## config.mk

```make
export PLATFORM = sky130hd
export DESIGN_NAME = ale_div
export DESIGN_NICKNAME = d
export VERILOG_FILES = /design/src/design/ale_pkg.sv /design/src/design/ale_div.sv
export SDC_FILE = /design/constraint.sdc
export NUM_CORES = 1
export LEC_CHECK = 0
export BUFFER_PORTS_ARGS = -buffer_cell sky130_fd_sc_hd__buf_2
export CORE_MARGIN = 1
export CORE_UTILIZATION = 49
export DETAILED_ROUTE_END_ITERATION = 6
export GPL_TIMING_DRIVEN = 0
export HOLD_SLACK_MARGIN = 0.1
export PLACE_DENSITY = 0.8
export SKIP_LAST_GASP = 1
export SLEW_MARGIN = 5
export SYNTH_ARGS = -nofsm -noshare
export SYNTH_HDL_FRONTEND = slang
export SYNTH_SLANG_ARGS = --single-unit
```

## constraint.sdc

```tcl
create_clock -name clock -period 2.2 [get_ports clock]
set_input_delay 0.11 -clock clock [delete_from_list [all_inputs] [get_ports clock]]
set_output_delay 0.11 -clock clock [all_outputs]
set_load 0.05 [all_outputs]
```

## src/design/ale_pkg.sv

```systemverilog
// ----------------------------------------------------------------------------
// ale_pkg: shared types and helpers for the associated legendre evaluator
// working value types, saturation, sequencer states and divider interface
// ----------------------------------------------------------------------------
`default_nettype none

package ale_pkg;

   localparam int ValW = 53;
   localparam int NumW = 60;
   localparam int DivW = 59;

   typedef logic signed [ValW-1:0] val_type;
   typedef logic signed [NumW-1:0] num_type;

   localparam num_type NUM_VAL_MAX = (num_type'(1) <<< 52) - num_type'(1);
   localparam num_type NUM_VAL_MIN = -(num_type'(1) <<< 52);

   typedef enum logic [2:0] {
      PH_SEED  = 3'b001,
      PH_FIRST = 3'b010,
      PH_REC   = 3'b100
   } phase_type;

   typedef enum logic [10:0] {
      S_IDLE   = 11'b000_0000_0001,
      S_RAD    = 11'b000_0000_0010,
      S_SQRT   = 11'b000_0000_0100,
      S_SRND   = 11'b000_0000_1000,
      S_PLAN   = 11'b000_0001_0000,
      S_MUL_LO = 11'b000_0010_0000,
      S_MUL_HI = 11'b000_0100_0000,
      S_RND    = 11'b000_1000_0000,
      S_COEF   = 11'b001_0000_0000,
      S_DIVGO  = 11'b010_0000_0000,
      S_DIV    = 11'b100_0000_0000
   } state_type;

   typedef struct packed {
      logic            start;
      logic [DivW-1:0] dividend;
      logic [3:0]      divisor;
   } div_req_type;

   typedef struct packed {
      logic            busy;
      logic            done;
      logic [DivW-1:0] quotient;
   } div_sts_type;

   function automatic val_type sat53(input num_type n);
      val_type r;
      if (n > NUM_VAL_MAX) begin
         r = val_type'(NUM_VAL_MAX);
      end else if (n < NUM_VAL_MIN) begin
         r = val_type'(NUM_VAL_MIN);
      end else begin
         r = val_type'(n);
      end
      return r;
   endfunction

endpackage

`default_nettype wire

```

## src/design/ale_div.sv

```systemverilog
// ----------------------------------------------------------------------------
// ale_div: bit-serial restoring divider
// unsigned dividend by a small divisor, one quotient bit per cycle
// ----------------------------------------------------------------------------
`default_nettype none

module ale_div
   import ale_pkg::*;
(
   input  wire logic        clock,
   input  wire logic        reset,
   input  wire div_req_type div_req,
   output div_sts_type      div_sts
);

   logic            busy_ff, busy_in;
   logic            done_ff, done_in;
   logic [DivW-1:0] quo_ff, quo_in;
   logic [3:0]      rem_ff, rem_in;
   logic [3:0]      dsr_ff, dsr_in;
   logic [5:0]      cnt_ff, cnt_in;
   logic [4:0]      rem_sh;
   logic            ge;

   always_comb begin
      rem_sh  = {rem_ff, quo_ff[DivW-1]};
      ge      = rem_sh >= {1'b0, dsr_ff};
      busy_in = busy_ff;
      done_in = 1'b0;
      quo_in  = quo_ff;
      rem_in  = rem_ff;
      dsr_in  = dsr_ff;
      cnt_in  = cnt_ff;
      if (div_req.start) begin
         busy_in = 1'b1;
         quo_in  = div_req.dividend;
         rem_in  = '0;
         dsr_in  = div_req.divisor;
         cnt_in  = 6'(DivW);
      end else if (busy_ff) begin
         rem_in = ge ? 4'(rem_sh - {1'b0, dsr_ff}) : rem_sh[3:0];
         quo_in = {quo_ff[DivW-2:0], ge};
         cnt_in = cnt_ff - 6'd1;
         if (cnt_ff == 6'd1) begin
            busy_in = 1'b0;
            done_in = 1'b1;
         end
      end
   end

   always_ff @(posedge clock) begin
      if (reset) begin
         busy_ff <= 1'b0;
         done_ff <= 1'b0;
      end else begin
         busy_ff <= busy_in;
         done_ff <= done_in;
      end
      quo_ff <= quo_in;
      rem_ff <= rem_in;
      dsr_ff <= dsr_in;
      cnt_ff <= cnt_in;
   end

   assign div_sts.busy     = busy_ff;
   assign div_sts.done     = done_ff;
   assign div_sts.quotient = quo_ff;

endmodule

`default_nettype wire

```

==> metrics.txt <==
Placed Area=a little over 0.004 mm²; Final ANT Viol Nets=0; fin crit share=94.33%; P per Cell Area=756.6 mW/mm²; number of H-tree levels=3; number of global-route vias before repair=about 2,600; status=complete, but fails checks; Required @ worst endpoint=2160 ps; crit-path max FO=60; share of layout cells above drive strength 1=50.24%; # diodes=0; antenna violations before repair=0; critical path's top delay family=buffers and inverters; Post-synth ARST share=0%; pin count of the biggest net entering global routing=61; Final GP Congestion=0.7253; CTS tree=yes; Final setup viols=0; DR WL/cell=16.39 µm; Mapped Nets=around 280; crit end category=flop; Initial Utilization=between 50% and 60%; Vias=~2,500; failing checks=DRC; die span in y=84.20 µm; post-synth top area cell=edfxtp_1; Area contributors post-synth=edfxtp_1 57%, mux2_2 20%, dfxtp_1 7.3%; max cap viols=0; number of hold violations in the final report=0; Avg Cell Area, Syn=between 15 and 20 µm²; Yosys reg bits=75; top cell type's share of synthesized area=57.14%; reg-to-reg startpoint=busy_ff$_SDFF_PP0_; Buffers on Ports=126; Multi-input gate area=~0.0011 mm²; Worst Path Buf+Inv=3; Post-synth EDFFs=63; worst setup margin=124.8 ps; most frequent cell after synthesis=edfxtp_1; RSZ-0062 raised after global routing=no; total global routing overflow=0; initial DRC count=~110; Ys Warns=0; Worst Hold Launch=rem_ff[3]$_SDFFE_PP0P_; GRT Total Usage=23.30%; DRC viols=16; CP cell instances=dlygate4sd3_1, buf_2, clkbuf_1, or2_4; hold endpoint=rem_ff[3]$_SDFFE_PP0P_; top cells by count, synth=63 x edfxtp_1, 59 x mux2_2, 12 x dfxtp_1; clk_skew=9.699 ps; Reg clk slew, reported paths=around 70 ps; dominant synthesized flop cell=edfxtp_1; post-CTS setup buffer count=0; type of the most critical hold path=flop to flop; kind of critical path=primary input to flop; WHS Path Cells=2; reg-to-reg setup timing slack=approximately 190 ps; Slew Limit Fails=0; Crit Reg-Reg Endpoint=quo_ff[49]$_DFFE_PP_; final wirelength=8.081 mm; number of buffers created by CTS=9; f_max=slightly below 500 MHz; Die Area=slightly above 0.007 mm²; Die Wd=84.20 µm; synth unique cells=34; beginning of the critical path=div_req[63]; CTS root buf=clkbuf_8; clock sinks=75; drt pass-1 iters=6; crit path time final=between 2000 and 2500 ps; core area=approximately 0.0064 mm²; Syn-to-layout area delta=46.22%; pre-CTS WS=around 200 ps; first-pass GRT wire length=between 10 and 15 mm; slew margin rel.=between 40 and 50%; Worst VDD drop=approximately 0.48 mV; Synth Cell Area=0.003311 mm²; vias per cell=between 5 and 6; Least-Margin Pin Slew=just over 800 ps; fill cell total of the finished layout=between 400 and 500; Startpoint Class=primary input; Detail Placement HPWL=approximately 4.5 mm; slowest CP cell=or2_4; Final Instance Area=about 0.0048 mm²; register area share after synthesis=about 64%; crit-path max cell delay=about 760 ps; Final Hold Slack=474.2 ps; R2R depth=3; I/O pin cnt=around 130; clock latency on the worst-skew pair=approximately 340 ps; Worst EP arrival=2040 ps; LEAKAGE=0.002066 µW; Reg area=around 0.0021 mm²; clock buffer depth=2; Final #Nets=485; Cells after Synth=210; row count=29
[cells by family (layout without fill, tap and decap cells)]
logic type	Yosys count	in the layout	share of synthesized area [%]
DFF	75	75	64.40
muxes	59	59	20.07
and+or+nand+nor	29	29	5.102
buffers and inverters	20	226	2.759
AOI/OAI and AO/OA	15	15	3.477
adders and majority gates	7	7	2.872
xor gates and xnor gates	5	5	1.323
[sequential cells by signal, indices dropped and copies added, names as in the netlist]
| register | flops |
|---|---|
| rem_ff | 4 |
| quo_ff | 59 |
| busy_ff | 1 |
| cnt_ff | 6 |
| dsr_ff | 4 |
| done_ff | 1 |
[power by group]
| group | internal (µW) | switching (µW) |
|---|---|---|
| Sequential | 1710 | 78.1 |
| Combinational | 357 | 650 |
| Clock | 393 | 470 |
| Total | 2460 | 1200 |
[area by class of cell]
class                   instances  area share, %
plain buffers                  12          1.266
clock buffers                  11          2.714
clock inverters                 4         0.3877
inverters                       8         0.6203
multi-input cells             115          22.51
flip-flops and latches         75          44.04
well taps                      77          1.990
repair buffers                191          26.47
[metrics by stage]
stage	total power (µW)	setup TNS (ps)	cells	utilization, %
global placement	2698	-13050	413	62.87
detailed placement	2718	0	413	62.91
global route	3798	0	493	75.38
CTS	3657	0	493	75.38
floorplan	2487	0	210	-
finish	3663	0	493	75.38
[worst max path at each step]
stage	endpoint	slack (ps)	cells after the start
after floorplan	quo_ff[0]$_DFFE_PP_	220	6
after global placement	quo_ff[21]$_DFFE_PP_	-220	3
after detailed placement	quo_ff[49]$_DFFE_PP_	200	3
after CTS	quo_ff[51]$_DFFE_PP_	110	4
after global routing	quo_ff[46]$_DFFE_PP_	20	4
final	quo_ff[49]$_DFFE_PP_	120	4
[cell usage in the layout (no fill, tap or decap)]
cell type	count
o21bai_1	3
inv_1	8
nand4_1	1
o22ai_1	2
or2_1	1
nor3b_1	2
clkinv_1	3
or3b_2	1
mux2_2	59
edfxtp_1	63
buf_2	132
fa_1	1
clkbuf_2	1
clkbuf_1	5
clkbuf_8	9
a21o_2	1
nand2b_1	4
xnor2_1	3
xor2_1	2
dlygate4sd3_1	65
nor4b_1	3
and3_1	1
o311ai_1	1
nand2_1	4
nor2b_1	2
nor2_1	6
a21oi_1	2
nand3_1	1
a311oi_1	2
nor3_1	1
clkinvlp_4	1
or2_4	2
o21ai_0	3
buf_4	2
o221a_4	1
ha_1	6
dfxtp_1	12
[worst reg2reg max path, stage by stage (launching register included)]
cell and delay, ps:
dfxtp_1 330, clkbuf_2 180, clkbuf_1 360, or2_4 740
[timing repair]
item,4_1_cts,5_1_grt
endpoints found under the hold margin,69,0
resized for setup,0,0
hold buffers,65,0
setup endpoints to repair,0,0
[layer usage]
metal	share of wire [%]	vias up	global-route usage [%]
met1	41	1179	26.98
met2	50	113	41.28
met5	0	-	0
li1	-	1193	-
met3	6.9	17	5.801
met4	2.1	0	9.875
(Power assumes the default switching activity.)
